$ cat src/hw/rtl/bmla_pkg.sv
`timescale 1ns / 1ps
`default_nettype none

package bmla_pkg;

  localparam int unsigned ActionW   = 2;
  localparam int unsigned RowW      = 9;
  localparam int unsigned ColW      = 10;
  localparam int unsigned PageW     = 3;
  localparam int unsigned CpuAddrW  = 16;
  localparam int unsigned RamAddrW  = 23;
  localparam int unsigned NibW      = 2;
  localparam int unsigned PalW      = 8;
  localparam int unsigned CfgIdxW   = 3;
  localparam int unsigned CfgDataW  = 32;
  localparam int unsigned BankW     = 8;
  localparam int unsigned BankShift = 14;
  localparam int unsigned OffW      = 17;

  // display area of the 256x192 mode, raster coordinates
  localparam int unsigned DispRowLo = 32;
  localparam int unsigned DispRowHi = 224;
  localparam int unsigned DispColLo = 64;
  localparam int unsigned DispColHi = 576;

  localparam int unsigned LoresH = 192;
  localparam int unsigned MidW   = 320;
  localparam int unsigned HiW    = 640;

  localparam int unsigned CpuPageLo = 2;
  localparam int unsigned CpuPageHi = 6;

  typedef enum logic [ActionW-1:0] {
    ActRaster   = 2'd0,
    ActCpuRead  = 2'd1,
    ActCpuWrite = 2'd2
  } action_e;

  typedef enum logic [CfgIdxW-1:0] {
    CfgAccessMode  = 3'd0,
    CfgBankOffset  = 3'd1,
    CfgModeControl = 3'd2,
    CfgActiveBank  = 3'd3,
    CfgShadowBank  = 3'd4,
    CfgClipWindow  = 3'd5,
    CfgScrollX     = 3'd6,
    CfgScrollY     = 3'd7
  } cfg_idx_e;

  typedef enum logic [NibW-1:0] {
    NibByte = 2'd0,
    NibHigh = 2'd1,
    NibLow  = 2'd2
  } nibble_e;

  typedef enum logic [1:0] {
    Res256x192 = 2'd0,
    Res320x256 = 2'd1,
    Res640x256 = 2'd2
  } res_e;

  typedef enum logic [1:0] {
    MapFirst16k  = 2'd0,
    MapSecond16k = 2'd1,
    MapThird16k  = 2'd2,
    MapFirst48k  = 2'd3
  } mapping_e;

  typedef struct packed {
    logic [ActionW-1:0]  act;
    logic                rok;
    logic [1:0]          res;
    logic [9:0]          y_sum;
    logic [10:0]         x_sum;
    logic                cpu_en;
    logic [BankW:0]      cpu_bank;
    logic [CpuAddrW-1:0] cpu_addr;
  } s1_t;

  typedef struct packed {
    logic            en;
    logic [BankW:0]  bank;
    logic [OffW-1:0] off;
    logic [NibW-1:0] nib;
    logic [PalW-1:0] pal;
  } s2_t;

endpackage

`default_nettype wire

$ cat src/hw/rtl/bmla_if.sv
`timescale 1ns / 1ps
`default_nettype none

interface bmla_in_if;
  import bmla_pkg::*;
  logic                valid;
  logic                ready;
  logic [ActionW-1:0]  action;
  logic [RowW-1:0]     raster_row;
  logic [ColW-1:0]     raster_column;
  logic [PageW-1:0]    cpu_page;
  logic [CpuAddrW-1:0] cpu_address;
  modport source (output valid, action, raster_row, raster_column, cpu_page, cpu_address,
                  input ready);
  modport sink (input valid, action, raster_row, raster_column, cpu_page, cpu_address,
                output ready);
endinterface

interface bmla_out_if;
  import bmla_pkg::*;
  logic                valid;
  logic                ready;
  logic                enabled;
  logic [RamAddrW-1:0] ram_address;
  logic [NibW-1:0]     nibble_select;
  logic [PalW-1:0]     palette_base;
  modport source (output valid, enabled, ram_address, nibble_select, palette_base,
                  input ready);
  modport sink (input valid, enabled, ram_address, nibble_select, palette_base,
                output ready);
endinterface

interface bmla_cfg_if;
  import bmla_pkg::*;
  logic                valid;
  logic                ready;
  logic [CfgIdxW-1:0]  index;
  logic [CfgDataW-1:0] data;
  modport source (output valid, index, data, input ready);
  modport sink (input valid, index, data, output ready);
endinterface

`default_nettype wire

$ cat src/hw/rtl/bitmap_layer_pixel_and_bank_address.sv
// Address unit of a banked bitmap layer.
// req_i: one word per raster pixel (action 0) or CPU read/write (action 1/2).
//   Raster words give row/column; CPU words give 8K page and bank offset address.
// rsp_o: one word per request: enabled, layer RAM byte address, nibble select
//   and palette base. Words leave in request order.
// cfg_i: register writes (index 0..7), always ready; write only while idle.
// Pipeline: check/scroll-add stage, modulo-reduce stage, bank-add output
//   register. An accepted word goes through s1_q, s2_q and the output register.
// Throughput: one word per cycle unless stalled; longest paths: offset subtract
//   and scroll add of stage 1 and the 11-bit compare/subtract of the reduce stage.
// Stall: while rsp_o holds an untaken word, the whole pipeline holds and
//   req_i.ready is low; nothing is lost or repeated.
// Reset: pipeline empties, registers take their defaults (active bank 8,
//   shadow bank 11, clip window x 0..255 y 0..191, all else 0).
`timescale 1ns / 1ps
`default_nettype none

module bitmap_layer_pixel_and_bank_address (
  input  wire logic clk_i,
  input  wire logic rst_ni,
  bmla_in_if.sink   req_i,
  bmla_out_if.source rsp_o,
  bmla_cfg_if.sink  cfg_i
);
  import bmla_pkg::*;

  logic [7:0]  am_q;
  logic [2:0]  bo_q;
  logic [5:0]  mc_q;
  logic [7:0]  ab_q;
  logic [7:0]  sb_q;
  logic [31:0] clip_q;
  logic [8:0]  sx_q;
  logic [7:0]  sy_q;

  assign cfg_i.ready = 1'b1;

  always_ff @(posedge clk_i or negedge rst_ni) begin
    if (!rst_ni) begin
      am_q   <= 8'd0;
      bo_q   <= 3'd0;
      mc_q   <= 6'd0;
      ab_q   <= 8'd8;
      sb_q   <= 8'd11;
      clip_q <= 32'hBF00FF00;
      sx_q   <= 9'd0;
      sy_q   <= 8'd0;
    end else if (cfg_i.valid) begin
      unique case (cfg_idx_e'(cfg_i.index))
        CfgAccessMode:  am_q   <= cfg_i.data[7:0];
        CfgBankOffset:  bo_q   <= cfg_i.data[2:0];
        CfgModeControl: mc_q   <= cfg_i.data[5:0];
        CfgActiveBank:  ab_q   <= cfg_i.data[7:0];
        CfgShadowBank:  sb_q   <= cfg_i.data[7:0];
        CfgClipWindow:  clip_q <= cfg_i.data;
        CfgScrollX:     sx_q   <= cfg_i.data[8:0];
        CfgScrollY:     sy_q   <= cfg_i.data[7:0];
      endcase
    end
  end

  logic [7:0] x1, x2, y1, y2;
  assign x1 = clip_q[7:0];
  assign x2 = clip_q[15:8];
  assign y1 = clip_q[23:16];
  assign y2 = clip_q[31:24];

  logic adv;
  logic s1_vq, s2_vq, rsp_vq;
  s1_t  s1_d, s1_q;
  s2_t  s2_d, s2_q;
  logic                rsp_en_q;
  logic [RamAddrW-1:0] rsp_addr_q;
  logic [NibW-1:0]     rsp_nib_q;
  logic [PalW-1:0]     rsp_pal_q;

  assign adv         = !rsp_vq || rsp_o.ready;
  assign req_i.ready = adv;

  // stage 1: area / clip checks, scroll sums, CPU gating and bank
  logic [RowW-1:0] row_off;
  logic [ColW-1:0] col_off;
  logic [7:0]      y0, x0;
  logic [8:0]      xh;
  logic            in256, clip256, clip_y, clip320, clip640;
  logic            cpu_flag;
  logic [BankW-1:0] bank8;
  mapping_e        map;

  always_comb begin
    row_off = req_i.raster_row - RowW'(DispRowLo);
    col_off = req_i.raster_column - ColW'(DispColLo);
    y0      = row_off[7:0];
    x0      = col_off[8:1];
    xh      = req_i.raster_column[9:1];
    in256   = (req_i.raster_row >= RowW'(DispRowLo)) && (req_i.raster_row < RowW'(DispRowHi))
           && (req_i.raster_column >= ColW'(DispColLo))
           && (req_i.raster_column < ColW'(DispColHi));
    clip256 = (y0 >= y1) && (y0 <= y2) && (x0 >= x1) && (x0 <= x2);
    clip_y  = (req_i.raster_row >= {1'b0, y1}) && (req_i.raster_row <= {1'b0, y2});
    clip320 = (xh >= {x1, 1'b0}) && (xh <= {x2, 1'b0});
    clip640 = (xh >= {1'b0, x1}) && (xh <= {1'b0, x2});

    s1_d          = '0;
    s1_d.act      = req_i.action;
    s1_d.res      = mc_q[5:4];
    s1_d.cpu_addr = req_i.cpu_address;

    case (res_e'(mc_q[5:4]))
      Res256x192: begin
        s1_d.rok   = am_q[1] && in256 && clip256;
        s1_d.y_sum = 10'(y0) + 10'(sy_q);
        s1_d.x_sum = 11'(x0) + 11'(sx_q);
      end
      Res320x256: begin
        s1_d.rok   = am_q[1] && clip_y && clip320;
        s1_d.y_sum = 10'(req_i.raster_row) + 10'(sy_q);
        s1_d.x_sum = 11'(xh) + 11'(sx_q);
      end
      default: begin
        s1_d.rok   = am_q[1] && clip_y && clip640;
        s1_d.y_sum = 10'(req_i.raster_row) + 10'(sy_q);
        s1_d.x_sum = 11'(req_i.raster_column) + 11'(sx_q);
      end
    endcase

    map      = mapping_e'(am_q[7:6]);
    cpu_flag = (req_i.action == ActCpuWrite) ? am_q[0] : am_q[2];
    s1_d.cpu_en = cpu_flag && ((req_i.cpu_page < PageW'(CpuPageLo))
               || ((req_i.cpu_page < PageW'(CpuPageHi)) && (map == MapFirst48k)));
    bank8 = (am_q[3] ? sb_q : ab_q) + BankW'(bo_q);
    case (map)
      MapSecond16k: s1_d.cpu_bank = {1'b0, bank8} + 9'd1;
      MapThird16k:  s1_d.cpu_bank = {1'b0, bank8} + 9'd2;
      default:      s1_d.cpu_bank = {1'b0, bank8};
    endcase
  end

  // stage 2: modulo reduce, offset within bank, zero disabled pixels
  logic [7:0] ym_lo;
  logic [8:0] xm_mid;
  logic [9:0] xm_hi;

  always_comb begin
    if (s1_q.y_sum >= 10'(2 * LoresH)) begin
      ym_lo = 8'(s1_q.y_sum - 10'(2 * LoresH));
    end else if (s1_q.y_sum >= 10'(LoresH)) begin
      ym_lo = 8'(s1_q.y_sum - 10'(LoresH));
    end else begin
      ym_lo = s1_q.y_sum[7:0];
    end

    if (s1_q.x_sum >= 11'(3 * MidW)) begin
      xm_mid = 9'(s1_q.x_sum - 11'(3 * MidW));
    end else if (s1_q.x_sum >= 11'(2 * MidW)) begin
      xm_mid = 9'(s1_q.x_sum - 11'(2 * MidW));
    end else if (s1_q.x_sum >= 11'(MidW)) begin
      xm_mid = 9'(s1_q.x_sum - 11'(MidW));
    end else begin
      xm_mid = s1_q.x_sum[8:0];
    end

    if (s1_q.x_sum >= 11'(2 * HiW)) begin
      xm_hi = 10'(s1_q.x_sum - 11'(2 * HiW));
    end else if (s1_q.x_sum >= 11'(HiW)) begin
      xm_hi = 10'(s1_q.x_sum - 11'(HiW));
    end else begin
      xm_hi = s1_q.x_sum[9:0];
    end

    s2_d = '0;
    case (s1_q.act)
      ActRaster: begin
        if (s1_q.rok) begin
          s2_d.en   = 1'b1;
          s2_d.bank = {1'b0, ab_q};
          s2_d.pal  = {mc_q[3:0], 4'd0};
          case (res_e'(s1_q.res))
            Res256x192: s2_d.off = {1'b0, ym_lo, s1_q.x_sum[7:0]};
            Res320x256: s2_d.off = {xm_mid, s1_q.y_sum[7:0]};
            default: begin
              s2_d.off = {xm_hi[9:1], s1_q.y_sum[7:0]};
              s2_d.nib = xm_hi[0] ? NibLow : NibHigh;
            end
          endcase
        end
      end
      ActCpuRead, ActCpuWrite: begin
        s2_d.en   = s1_q.cpu_en;
        s2_d.bank = s1_q.cpu_bank;
        s2_d.off  = OffW'(s1_q.cpu_addr);
      end
      default: s2_d = '0;
    endcase
  end

  always_ff @(posedge clk_i or negedge rst_ni) begin
    if (!rst_ni) begin
      s1_vq  <= 1'b0;
      s2_vq  <= 1'b0;
      rsp_vq <= 1'b0;
    end else if (adv) begin
      s1_vq  <= req_i.valid;
      s2_vq  <= s1_vq;
      rsp_vq <= s2_vq;
    end
  end

  always_ff @(posedge clk_i) begin
    if (adv) begin
      s1_q       <= s1_d;
      s2_q       <= s2_d;
      rsp_en_q   <= s2_q.en;
      rsp_addr_q <= {s2_q.bank, BankShift'(0)} + RamAddrW'(s2_q.off);
      rsp_nib_q  <= s2_q.nib;
      rsp_pal_q  <= s2_q.pal;
    end
  end

  assign rsp_o.valid         = rsp_vq;
  assign rsp_o.enabled       = rsp_en_q;
  assign rsp_o.ram_address   = rsp_addr_q;
  assign rsp_o.nibble_select = rsp_nib_q;
  assign rsp_o.palette_base  = rsp_pal_q;

  a_accept_enters: assert property (@(posedge clk_i) disable iff (!rst_ni)
    req_i.valid && req_i.ready |=> s1_vq)
    else $error("accepted word did not enter stage 1");

  a_stall_holds: assert property (@(posedge clk_i) disable iff (!rst_ni)
    s2_vq && !adv |=> s2_vq && $stable(s2_q))
    else $error("stage 2 changed during stall");

  a_nib_legal: assert property (@(posedge clk_i) disable iff (!rst_ni)
    rsp_vq |-> rsp_nib_q != 2'd3)
    else $error("illegal nibble select");

  a_nib_enabled: assert property (@(posedge clk_i) disable iff (!rst_ni)
    rsp_vq && (rsp_nib_q != NibByte) |-> rsp_en_q)
    else $error("nibble select on disabled word");

  a_pal_aligned: assert property (@(posedge clk_i) disable iff (!rst_ni)
    rsp_vq |-> rsp_pal_q[3:0] == 4'd0)
    else $error("palette base not aligned to 16");

endmodule

`default_nettype wire
$ cat src/flat_wrapper.sv
// flat-port wrapper written by rule: the top's interface ports become plain ports
module bitmap_layer_pixel_and_bank_address_flat import bmla_pkg::*;
  (clk_i, rst_ni, req_i_valid, req_i_action, req_i_raster_row, req_i_raster_column, req_i_cpu_page, req_i_cpu_address, req_i_ready, rsp_o_valid, rsp_o_enabled, rsp_o_ram_address, rsp_o_nibble_select, rsp_o_palette_base, rsp_o_ready, cfg_i_valid, cfg_i_index, cfg_i_data, cfg_i_ready);
  bmla_in_if req_i_i ();
  bmla_out_if rsp_o_i ();
  bmla_cfg_if cfg_i_i ();
  input  wire logic clk_i;
  input  wire logic rst_ni;
  input wire logic [$bits(req_i_i.valid)-1:0] req_i_valid;
  input wire logic [$bits(req_i_i.action)-1:0] req_i_action;
  input wire logic [$bits(req_i_i.raster_row)-1:0] req_i_raster_row;
  input wire logic [$bits(req_i_i.raster_column)-1:0] req_i_raster_column;
  input wire logic [$bits(req_i_i.cpu_page)-1:0] req_i_cpu_page;
  input wire logic [$bits(req_i_i.cpu_address)-1:0] req_i_cpu_address;
  output wire logic [$bits(req_i_i.ready)-1:0] req_i_ready;
  output wire logic [$bits(rsp_o_i.valid)-1:0] rsp_o_valid;
  output wire logic [$bits(rsp_o_i.enabled)-1:0] rsp_o_enabled;
  output wire logic [$bits(rsp_o_i.ram_address)-1:0] rsp_o_ram_address;
  output wire logic [$bits(rsp_o_i.nibble_select)-1:0] rsp_o_nibble_select;
  output wire logic [$bits(rsp_o_i.palette_base)-1:0] rsp_o_palette_base;
  input wire logic [$bits(rsp_o_i.ready)-1:0] rsp_o_ready;
  input wire logic [$bits(cfg_i_i.valid)-1:0] cfg_i_valid;
  input wire logic [$bits(cfg_i_i.index)-1:0] cfg_i_index;
  input wire logic [$bits(cfg_i_i.data)-1:0] cfg_i_data;
  output wire logic [$bits(cfg_i_i.ready)-1:0] cfg_i_ready;
  assign req_i_i.valid = req_i_valid;
  assign req_i_i.action = req_i_action;
  assign req_i_i.raster_row = req_i_raster_row;
  assign req_i_i.raster_column = req_i_raster_column;
  assign req_i_i.cpu_page = req_i_cpu_page;
  assign req_i_i.cpu_address = req_i_cpu_address;
  assign req_i_ready = req_i_i.ready;
  assign rsp_o_valid = rsp_o_i.valid;
  assign rsp_o_enabled = rsp_o_i.enabled;
  assign rsp_o_ram_address = rsp_o_i.ram_address;
  assign rsp_o_nibble_select = rsp_o_i.nibble_select;
  assign rsp_o_palette_base = rsp_o_i.palette_base;
  assign rsp_o_i.ready = rsp_o_ready;
  assign cfg_i_i.valid = cfg_i_valid;
  assign cfg_i_i.index = cfg_i_index;
  assign cfg_i_i.data = cfg_i_data;
  assign cfg_i_ready = cfg_i_i.ready;
  bitmap_layer_pixel_and_bank_address u_core (.clk_i(clk_i), .rst_ni(rst_ni), .req_i(req_i_i), .rsp_o(rsp_o_i), .cfg_i(cfg_i_i));
endmodule
$ cat config.mk
export PLATFORM = sky130hd
export DESIGN_NAME = bitmap_layer_pixel_and_bank_address_flat
export DESIGN_NICKNAME = d
export VERILOG_FILES = /design/src/hw/rtl/bmla_pkg.sv /design/src/hw/rtl/bmla_if.sv /design/src/hw/rtl/bitmap_layer_pixel_and_bank_address.sv /design/src/flat_wrapper.sv
export SDC_FILE = /design/constraint.sdc
export NUM_CORES = 1
export LEC_CHECK = 0
export ABC_AREA = 1
export BUFFER_PORTS_ARGS = -buffer_cell sky130_fd_sc_hd__buf_4
export CAP_MARGIN = 15
export CORE_UTILIZATION = 25
export CTS_BUF_LIST = sky130_fd_sc_hd__clkbuf_4
export DETAILED_ROUTE_END_ITERATION = 7
export SYNTH_ARGS = -nofsm -noshare
export SYNTH_HDL_FRONTEND = slang
export SYNTH_SLANG_ARGS = --single-unit
$ cat constraint.sdc
create_clock -name clk_i -period 4.5 [get_ports clk_i]
set_clock_uncertainty 0.2 [all_clocks]
set_input_delay 0.45 -clock clk_i [delete_from_list [all_inputs] [get_ports clk_i]]
set_output_delay 0.45 -clock clk_i [all_outputs]
set_load 0.01 [all_outputs]
==> results of run 1 <==
==> cell type report <==
cell class | instances | area [µm²] | area share, %
repair buffers | 175 | 1460 | 10.2
flip-flops and latches | 198 | 5550 | 38.6
inverters | 168 | 631 | 4.38
diodes | 5 | 12.5 | 0.0869
multi-input cells | 970 | 5630 | 39.1
well taps | 607 | 759 | 5.28
clock inverters | 15 | 215 | 1.49
clock buffers | 17 | 128 | 0.887
==> state kept, by name, summed over array words and instances, names as in the netlist, 2 cells and up <==
register	flops
u_core.ab_q	8
u_core.rsp_o.palette_base	4
u_core.mc_q	6
u_core.am_q	6
u_core.bo_q	3
u_core.sb_q	8
u_core.rsp_o.nibble_select	2
u_core.s1_q	52
u_core.sy_q	8
u_core.rsp_o.ram_address	23
u_core.clip_q	32
u_core.s2_q	33
u_core.sx_q	9
==> where the power goes <==
| group | leakage, nW | internal, mW | switching (mW) |
|---|---|---|---|
| logic | 4.34 | 0.903 | 1.45 |
| clock network | 0.179 | 0.330 | 0.759 |
| registers | 2.18 | 2.53 | 0.298 |
| total | 6.70 | 3.76 | 2.50 |
==> cell usage after synthesis (2+ instances only) <==
master / number / area share (%)
nor4_1: 2 / 0.10
a21o_1: 4 / 0.25
mux2_2: 3 / 0.28
conb_1: 2 / 0.063
o21bai_1: 4 / 0.25
xor2_1: 18 / 1.3
dfrtp_1: 64 / 13
inv_1: 165 / 5.2
nand2_1: 305 / 9.6
nand4_1: 11 / 0.58
nand3b_1: 3 / 0.19
nor2_8: 2 / 0.34
nand2_4: 3 / 0.28
o22ai_1: 2 / 0.10
clkbuf_1: 24 / 0.75
nor3_1: 16 / 0.67
ha_1: 119 / 12
edfxtp_1: 115 / 29
a21oi_1: 145 / 6.1
o21a_1: 5 / 0.31
fa_1: 5 / 0.84
mux2i_1: 3 / 0.25
dfstp_2: 19 / 4.2
o21ai_2: 2 / 0.15
nand2_2: 9 / 0.47
o211ai_1: 8 / 0.50
or2_2: 2 / 0.10
nand3_1: 58 / 2.4
nor2_1: 116 / 3.6
inv_2: 2 / 0.063
buf_4: 5 / 0.31
a31oi_1: 2 / 0.10
o21ai_0: 97 / 4.1
xnor2_1: 7 / 0.51
a211oi_1: 2 / 0.13
==> cell usage in the layout (no fill, tap or decap), types with 7 or more instances in the layout <==
cell type,count
a21oi_1,145
nand3_1,58
clkbuf_4,17
nand2_2,10
nand4_1,11
ha_1,119
edfxtp_1,115
dfstp_2,19
buf_4,115
o21ai_0,97
dfrtp_1,64
o211ai_1,8
xor2_1,18
inv_1,165
dlygate4sd3_1,60
nor2_1,116
xnor2_1,7
nor3_1,16
nand2_1,303
==> logic make-up (layout without fill, tap and decap cells) <==
group           after synthesis  count (layout)  share of synthesized area (%)
simple gates                532             532                           18.8
compound gates              278             278                           12.4
flops                       198             198                           46.5
buf+inv                     198             375                           6.45
fa+ha+maj                   124             124                           13.3
xor+xnor                     25              25                           1.83
mux                           6               6                          0.535
other cells                   2              10                         0.0629
==> how the worst min path moves through the flow <==
stage,start,to,slack (ns)
global placement,u_core.s2_q[22],u_core.rsp_o.ram_address[12],0.20
floorplan,rst_ni,u_core.ab_q[0],-0.05
detailed placement,u_core.s2_q[4],u_core.rsp_o.palette_base[4],0.20
CTS,req_i_raster_row[1],u_core.s1_q[38],0.009
finish,cfg_i_data[6],u_core.sy_q[6],0.06
global route,req_i_raster_row[1],u_core.s1_q[38],0.01
==> repair_timing <==
| action | in CTS | in global routing |
|---|---|---|
| resized for setup | 0 | 0 |
| hold endpoints to repair | 108 | 0 |
| hold buffers | 60 | 0 |
| setup endpoints to repair | 0 | 0 |
==> worst min-delay path: cells and delay by family <==
family	cells	cell delay, ns
buffers and inverters	2	0.26
AOI/OAI and AO/OA	1	0.19
==> per-layer routing <==
layer	vias to the layer above	global-route usage, %	share of wire [%]
li1	4900	-	-
met1	4583	18.0	48
met2	216	21.3	46
met3	34	2.39	4.0
met4	0	3.70	1.7
met5	-	0	0
==> through the flow <==
step / instances / total power [mW] / util, %
6_report: 2155 / 6.26 / 30.7
4_1_cts: 2150 / 6.31 / 30.7
2_1_floorplan: 1366 / 4.39 / -
5_1_grt: 2155 / 6.77 / 30.7
3_5_place_dp: 2058 / 5.17 / 28.7
3_3_place_gp: 2058 / 5.09 / 28.7
==> qor.yml, run 1 <==
global_routing:
  antenna_found_initial: 2
  grt.total_usage_pct: 13.2
  overflow: 0
  grt_max_degree: 51
  grt_pass1_vias: 9231
  grt_pass1_wl_um: 49200
finish:
  drive_gt1_share_pct: 12.7
  nFillCells: 4906
  final_area_um2: 14400
  syn_to_final_growth_pct: 20.6
  layout.nets: 1734
clock_tree:
  root_buffer: "clkbuf_4"
  htree_num_levels: 4
  numCtsBuffers: 17
  numClockSinks: 198
  cts_tree: "yes"
  cts_buffer_depth: 2
  clock_latency_ns: 0.68
  cts_setup_buffers: 0
  path_clk_slew_ns: 0.19
critical_path:
  path_depth: 11
  critical_path_class: "reg -> reg"
  cp-end-kind: "flip-flop"
  crit_path_start: "u_core.am_q[3]"
  critPathBufInv: 2
  rr_worst_depth: 11
  worstPathArrival_ns: 3.54
  crit_family: "adder cells"
  r2r_setup_slack_ns: 1.31
  startpoint_type: "flip-flop"
  worst_path_max_delay_cell: "dfrtp_1"
  reg2reg_from: "u_core.am_q[3]"
  cp.required_ns: 4.85
  crit_end: "u_core.s1_q[21]"
  cpPeakStageDelay_ns: 0.70
  critPathMaxFanout: 12
  crit_chain: "inv_2 > nand2_1 > nand2_1 > ha_1 > fa_1 > xor2_1 > ha_1 > inv_1 > nor3_1 > nand4_1 > a21oi_1"
  r2r-end: "u_core.s1_q[21]"
power_and_ir_drop:
  max-vdd-ir-drop_v: 0.000188
  power_density_nw_per_um2: 435
  power.leakage_nw: 6.70
logic_synthesis:
  synth.distinct_cells: 49
  avgSynthCellArea_um2: 8.76
  async_reset_ff_share_pct: 41.9
  ys.flop_type: "edfxtp_1"
  synth_edf_count: 115
  syn_area_um2: 11900
  synth_seq_cells: 198
  synth_cells: 1363
  yosysSeqAreaShare_pct: 46.5
  yosys_warnings: 0
route:
  drt-wirelength-per-cell_um: 14.6
  ant_nets: 0
  firstDrtPassIters: 7
  drtIter0Drc: 630
  via_count: 9733
  drc: 8
  routed_wl_um: 31400
  viasPerCell: 4.52
placed_design:
  hpwl_um: 23500
  portBuffers: 110
  dp_slack_ns: 1.38
  gp_congestion: 0.855
  place_area_um2: 13400
sta:
  setup_slack_ns: 1.31
  setup_viol: 0
  fin_crit_ns: 3.19
  drv_slew: 0
  finalHoldViolCount: 0
  whs_ns: 0.0559
  relSlewSlack_pct: 33.1
  period_share_pct: 70.8
  clock.fmax_ghz: 0.314
  rsz0062_at_grt: "false"
  tightestPinTransition_ns: 1.00
  tns_ns: 0
job:
  drv_cap: 0
floorplan:
  core_um2: 46900
  placementRows: 79
  dieArea_um2: 48600
  io_pins: 117
  die_h_um: 220
  die_w_um: 220
  start_util_pct: 25.5
run_status:
  violations: "DRC"
  outcome: "complete, but fails checks"
worst_hold_path:
  hold_class: "in -> reg"
  whs_path_depth: 3
Note: power is estimated with default switching activity, not from simulation.
==> run 2, diff against run 1 <==
==> constraint.sdc (replaced) <==
create_clock -name clk_i -period 2.8 [get_ports clk_i]
set_clock_uncertainty 0.2 [all_clocks]
set_input_delay 0.28 -clock clk_i [delete_from_list [all_inputs] [get_ports clk_i]]
set_output_delay 0.28 -clock clk_i [all_outputs]
set_load 0.01 [all_outputs]
==> qor.yml, run 2 (same netlist as run 1, synthesis figures left out) <==
sta:
  clock.fmax_ghz: 0.382
  drv_slew: 0
  relSlewSlack_pct: 32.1
  whs_ns: 0.0657
  period_share_pct: 93.5
  finalHoldViolCount: 0
  setup_viol: 0
  fin_crit_ns: 2.62
  tightestPinTransition_ns: 1.02
  tns_ns: 0
  rsz0062_at_grt: "false"
critical_path:
  worstPathArrival_ns: 2.92
  critical_path_class: "reg -> reg"
  rr_worst_depth: 11
  critPathBufInv: 2
  critPathMaxFanout: 5
  crit_chain: "inv_2 > nand2_1 > nand2_1 > ha_1 > fa_1 > xor2_2 > ha_1 > inv_1 > nor3_2 > nand4_1 > a21oi_1"
  reg2reg_from: "u_core.am_q[3]"
  path_depth: 11
  crit_family: "adder cells"
  worst_path_max_delay_cell: "dfrtp_1"
  cp-end-kind: "flip-flop"
  r2r_setup_slack_ns: 0.18
  cpPeakStageDelay_ns: 0.45
  crit_end: "u_core.s1_q[21]"
  startpoint_type: "flip-flop"
  crit_path_start: "u_core.am_q[3]"
  cp.required_ns: 3.10
  r2r-end: "u_core.s1_q[21]"
power_and_ir_drop:
  p_sw_mw: 4.08
  max-vdd-ir-drop_v: 0.000296
  power_mw: 10.2
  pwr-share-seq_pct: 44.4
  p_clk_share_pct: 17.4
  swShare_pct: 39.9
  power_density_nw_per_um2: 698
  p_int_mw: 6.13
  power.leakage_nw: 6.82
  combinationalPowerShare_pct: 38.2
clock_tree:
  numCtsBuffers: 17
  cts_tree: "yes"
  path_clk_slew_ns: 0.18
  clock_latency_ns: 0.66
  htree_num_levels: 4
  cts_setup_buffers: 0
  numClockSinks: 198
  cts_buffer_depth: 2
  root_buffer: "clkbuf_4"
global_routing:
  grt_pass1_vias: 9161
  antenna_found_initial: 1
  grt_pass1_wl_um: 49100
  overflow: 0
  grt.total_usage_pct: 13.2
  grt_max_degree: 75
finish:
  layout_commonest_cell: "nand2_1"
  largest_register_ffs: 52
  multi_input_area_um2: 5670
  syn_to_final_growth_pct: 22.6
  seq_area_um2: 5550
  final_area_um2: 14600
  final_core_util_pct: 31.2
  nFillCells: 4974
  layout.nets: 1756
  largestRegisters: "u_core.s1_q (52), u_core.s2_q (33), u_core.clip_q (32)"
  drive_gt1_share_pct: 13.9
  layout_common_cells: "nand2_1, inv_1, a21oi_1, buf_4, ha_1"
  regMostFlops: "u_core.s1_q"
route:
  routed_wl_um: 31400
  firstDrtPassIters: 7
  viasPerCell: 4.49
  drtIter0Drc: 550
  via_count: 9764
  drt-wirelength-per-cell_um: 14.5
  drc: 10
  ant_nets: 0
worst_hold_path:
  hold_class: "in -> reg"
job:
  drv_cap: 0
placed_design:
  gp_congestion: 0.906
  portBuffers: 110
  hpwl_um: 23800
  place_area_um2: 13600
floorplan:
  die_h_um: 220
  core_um2: 46900
  dieArea_um2: 48600
  io_pins: 117
  die_w_um: 220
  placementRows: 79
  start_util_pct: 25.5
run_status:
  outcome: "complete, but fails checks"
  violations: "DRC"
[run 2: how the worst min path moves through the flow]
stage	from	cells after the start	slack [ns]	endpoint
after global routing	req_i_raster_row[2]	3	0.04	u_core.s1_q[39]
after CTS	req_i_raster_column[8]	6	0.01	u_core.s1_q[36]
final	req_i_raster_row[2]	3	0.07	u_core.s1_q[39]
after floorplan	rst_ni	0	-0.22	u_core.ab_q[0]
after global placement	u_core.s2_q[16]	0	0.21	u_core.rsp_o.ram_address[6]
after detailed placement	u_core.s2_q[9]	0	0.20	u_core.rsp_o.nibble_select[1]
[run 2: what timing repair did]
action | in CTS | in global routing
hold buffers | 68 | 0
endpoints found under the hold margin | 169 | 0
resized for setup | 0 | 8
endpoints found under the setup margin | 0 | 6
[run 2: metrics by stage]
stage,std cells,setup WS (ns)
2_1_floorplan,1366,0.165
3_3_place_gp,2072,0.130
3_5_place_dp,2072,0.0778
4_1_cts,2172,0.0123
5_1_grt,2173,0.0328
6_report,2173,0.182
[run 2: metal layers]
layer | vias up | share of wire (%) | GRT usage [%]
li1 | 4941 | - | -
met4 | 0 | 2.2 | 4.23
met5 | - | 0 | 0
met2 | 216 | 46 | 21.4
met3 | 43 | 4.1 | 2.12
met1 | 4564 | 47 | 17.8
[run 2: power groups by stage]
stage / logic [mW] / registers, mW / clock network, mW
5_1_grt: 4.45 / 4.62 / 1.95
3_3_place_gp: 3.68 / 4.59 / 0
4_1_cts: 3.88 / 4.53 / 1.84
3_5_place_dp: 3.77 / 4.60 / 0
2_1_floorplan: 2.52 / 4.51 / 0
6_report: 3.90 / 4.53 / 1.78
[run 2: worst min-delay path, cell delays in order]
cell and delay, ns:
buf_4 0.14, ha_1 0.23, xor2_1 0.11
[run 2: area by class of cell]
type                            count  area share [%]
Tap cell                          607            5.19
Clock inverter                     15            1.45
Multi-Input combinational cell    970            38.7
Sequential cell                   198            38.0
Antenna cell                        1          0.0171
Inverter                          168            4.31
Timing Repair Buffer              197            11.4
Clock buffer                       17           0.872
==> run 3, diff against run 2 <==
--- a/config.mk
+++ b/config.mk
@@ -5,12 +5,13 @@
 export SDC_FILE = /design/constraint.sdc
 export NUM_CORES = 1
 export LEC_CHECK = 0
-export ABC_AREA = 1
 export BUFFER_PORTS_ARGS = -buffer_cell sky130_fd_sc_hd__buf_4
 export CAP_MARGIN = 15
+export CORE_ASPECT_RATIO = 0.9
 export CORE_UTILIZATION = 25
 export CTS_BUF_LIST = sky130_fd_sc_hd__clkbuf_4
 export DETAILED_ROUTE_END_ITERATION = 7
 export SYNTH_ARGS = -nofsm -noshare
 export SYNTH_HDL_FRONTEND = slang
 export SYNTH_SLANG_ARGS = --single-unit
+export TNS_END_PERCENT = 1
==> qor.yml, run 3 <==
logic_synthesis:
  synth_edf_count: 115
  avgSynthCellArea_um2: 11.5
  synth.most_common_cell: "ha_1"
  synth.distinct_cells: 81
  synth_seq_cells: 198
  synth_common_cells: "ha_1, edfxtp_1, mux2_2"
  ys.flop_type: "edfxtp_1"
  async_reset_ff_share_pct: 41.9
  netlist_top_cells_area: "edfxtp_1, dfrtp_1, ha_1"
  synth_cells: 1011
  syn_area_um2: 11600
  yosys_warnings: 0
  synth_top_area_share_pct: 29.7
  yosysSeqAreaShare_pct: 47.7
  synth.largest_area_cell: "edfxtp_1"
clock_tree:
  htree_num_levels: 4
  cts_tree: "yes"
  clock_latency_ns: 0.65
  numClockSinks: 198
  path_clk_slew_ns: 0.20
  root_buffer: "clkbuf_4"
  cts_buffer_depth: 2
  numCtsBuffers: 17
sta:
  setup_slack_ns: -0.0286
  rsz0062_at_grt: "true"
  relSlewSlack_pct: 45.5
  whs_ns: 0.0813
  period_share_pct: 101
  clock.fmax_ghz: 0.354
  fin_crit_ns: 2.83
  finalHoldViolCount: 0
  drv_slew: 0
  setup_viol: 3
  tightestPinTransition_ns: 0.818
route:
  drc: 0
  via_count: 8394
  drtIter0Drc: 444
  ant_nets: 0
  drt-wirelength-per-cell_um: 15.7
  firstDrtPassIters: 4
  viasPerCell: 4.52
  routed_wl_um: 29200
critical_path:
  startpoint_type: "flip-flop"
  cp.required_ns: 3.02
  r2r_setup_slack_ns: -0.03
  critical_path_class: "reg -> reg"
  crit_chain: "buf_4 > mux2_2 > ha_2 > a21oi_4 > nor4_2 > xnor2_1 > nor4b_4 > a21oi_1 > nor2_1 > o21ai_1"
  worst_path_max_delay_cell: "dfrtp_1"
  cp-end-kind: "flip-flop"
  cpPeakStageDelay_ns: 0.43
  worstPathArrival_ns: 3.05
  critPathBufInv: 1
  crit_family: "simple AND/OR/NAND/NOR gates"
  critPathMaxFanout: 3
floorplan:
  core_um2: 45600
  die_w_um: 229
  die_h_um: 207
  dieArea_um2: 47400
  start_util_pct: 25.5
  io_pins: 117
  placementRows: 74
finish:
  largestRegisters: "u_core.s1_q (52), u_core.s2_q (33), u_core.clip_q (32)"
  layout_commonest_cell: "buf_4"
  regMostFlops: "u_core.s1_q"
  layout.nets: 1438
  nFillCells: 4575
  layout_common_cells: "buf_4, ha_1, edfxtp_1, mux2_2"
  final_core_util_pct: 32.1
  drive_gt1_share_pct: 26.5
  final_area_um2: 14600
  syn_to_final_growth_pct: 25.8
  largest_register_ffs: 52
global_routing:
  antenna_found_initial: 2
  grt.total_usage_pct: 12.8
  grt_pass1_wl_um: 46600
  grt_max_degree: 56
  overflow: 0
  grt_pass1_vias: 8509
job:
  drv_cap: 0
placed_design:
  place_area_um2: 13500
  hpwl_um: 22100
  dp_slack_ns: -0.166
  gp_congestion: 0.847
  portBuffers: 110
power_and_ir_drop:
  p_clk_share_pct: 14.8
  p_int_mw: 6.74
  power_mw: 10.8
  power_density_nw_per_um2: 740
  max-vdd-ir-drop_v: 0.000331
  p_sw_mw: 4.09
  swShare_pct: 37.7
  power.leakage_nw: 6.23
  combinationalPowerShare_pct: 41.9
  pwr-share-seq_pct: 43.3
run_status:
  violations: "setup timing"
  outcome: "complete, but fails checks"
worst_hold_path:
  hold_class: "in -> reg"
run 3: changes by cell type after synthesis, sizes merged, moves of 14 or more:
cell,previous run,this run
a22oi,0,15
mux2,3,85
nand3,60,6
nor2b,0,14
xnor2,7,28
nand2,317,52
inv,167,73
a21oi,145,79
o21ai,100,39
mux2i,3,17
nor2,119,64
run 3: power by group through the flow:
| stage | sequential, mW | combinational [mW] | clock, mW |
|---|---|---|---|
| 4_1_cts | 4.68 | 4.50 | 1.69 |
| 3_5_place_dp | 4.75 | 4.30 | 0 |
| 3_3_place_gp | 4.74 | 4.20 | 0 |
| 2_1_floorplan | 4.63 | 2.85 | 0 |
| 5_1_grt | 4.78 | 5.08 | 1.79 |
| 6_report | 4.69 | 4.53 | 1.61 |
run 3: layout make-up:
type                       count  area [µm²]  share of cell area, %
timing repair buffer         235        1990                   13.6
clock inverter                15         175                   1.20
clock buffer                  17         128                  0.872
antenna                        2        5.00                 0.0342
tap                          608         761                   5.20
inverter                      73         274                   1.87
multi-input combinational    709        5750                   39.3
sequential                   198        5550                   38.0
run 3: stage by stage:
stage,instances,TNS (ns)
after floorplan,1014,-0.731
after detailed placement,1745,-0.624
after global routing,1857,-0.802
final,1857,-0.0465
after global placement,1745,-0.328
after CTS,1855,-0.00371
run 3: kinds of logic (layout without fill, tap and decap cells):
kind of cell             Yosys count  count (layout)  synth area share (%)
AND/OR/NAND/NOR                  224             224                  10.1
AO/OA/AOI/OAI                    211             211                  11.6
flip-flops                       198             198                  47.7
adder cells (fa/ha/maj)          124             124                  13.7
buffers and inverters            107             340                  3.71
multiplexers                     102             102                  9.83
XOR/XNOR                          43              43                  3.37
other                              2               7                0.0646
run 3: path summary, 6_finish.rpt:
path | to | start | depth (start not counted)
setup / recovery | u_core.s1_q[23] | u_core.am_q[3] | 10
hold / removal | u_core.s1_q[27] | req_i_raster_column[2] | 4
setup reg to reg | u_core.s1_q[23] | u_core.am_q[3] | 10
hold reg to reg | u_core.rsp_o.ram_address[11] | u_core.s2_q[21] | 0
max in group asynchronous | u_core.ab_q[3] | rst_ni | 3
min in group asynchronous | u_core.clip_q[18] | rst_ni | 3
run 3: worst reg2reg max path: cells and delay by family (launching register included):
| family | cells | cell delay [ns] |
|---|---|---|
| mux | 1 | 0.33 |
| xor+xnor | 1 | 0.19 |
| buf+inv | 1 | 0.14 |
| compound gates | 3 | 0.26 |
| fa+ha+maj | 1 | 0.40 |
| simple gates | 3 | 0.67 |
| flops | 1 | 0.43 |
run 3: routing by layer:
layer  routed length, µm  GRT usage [%]
met2               13100           20.3
met1               14400           17.5
met4                 488           3.98
met3                1270           2.42
met5                   0              0
run 3: what timing repair did:
item / 4_1_cts / 5_1_grt
hold buffers: 75 / 0
pin swaps: 3 / 7
gates resized for setup: 8 / 8
buffers inserted: 3 / 0
endpoints found under the setup margin: 7 / 9
endpoints found under the hold margin: 192 / 0
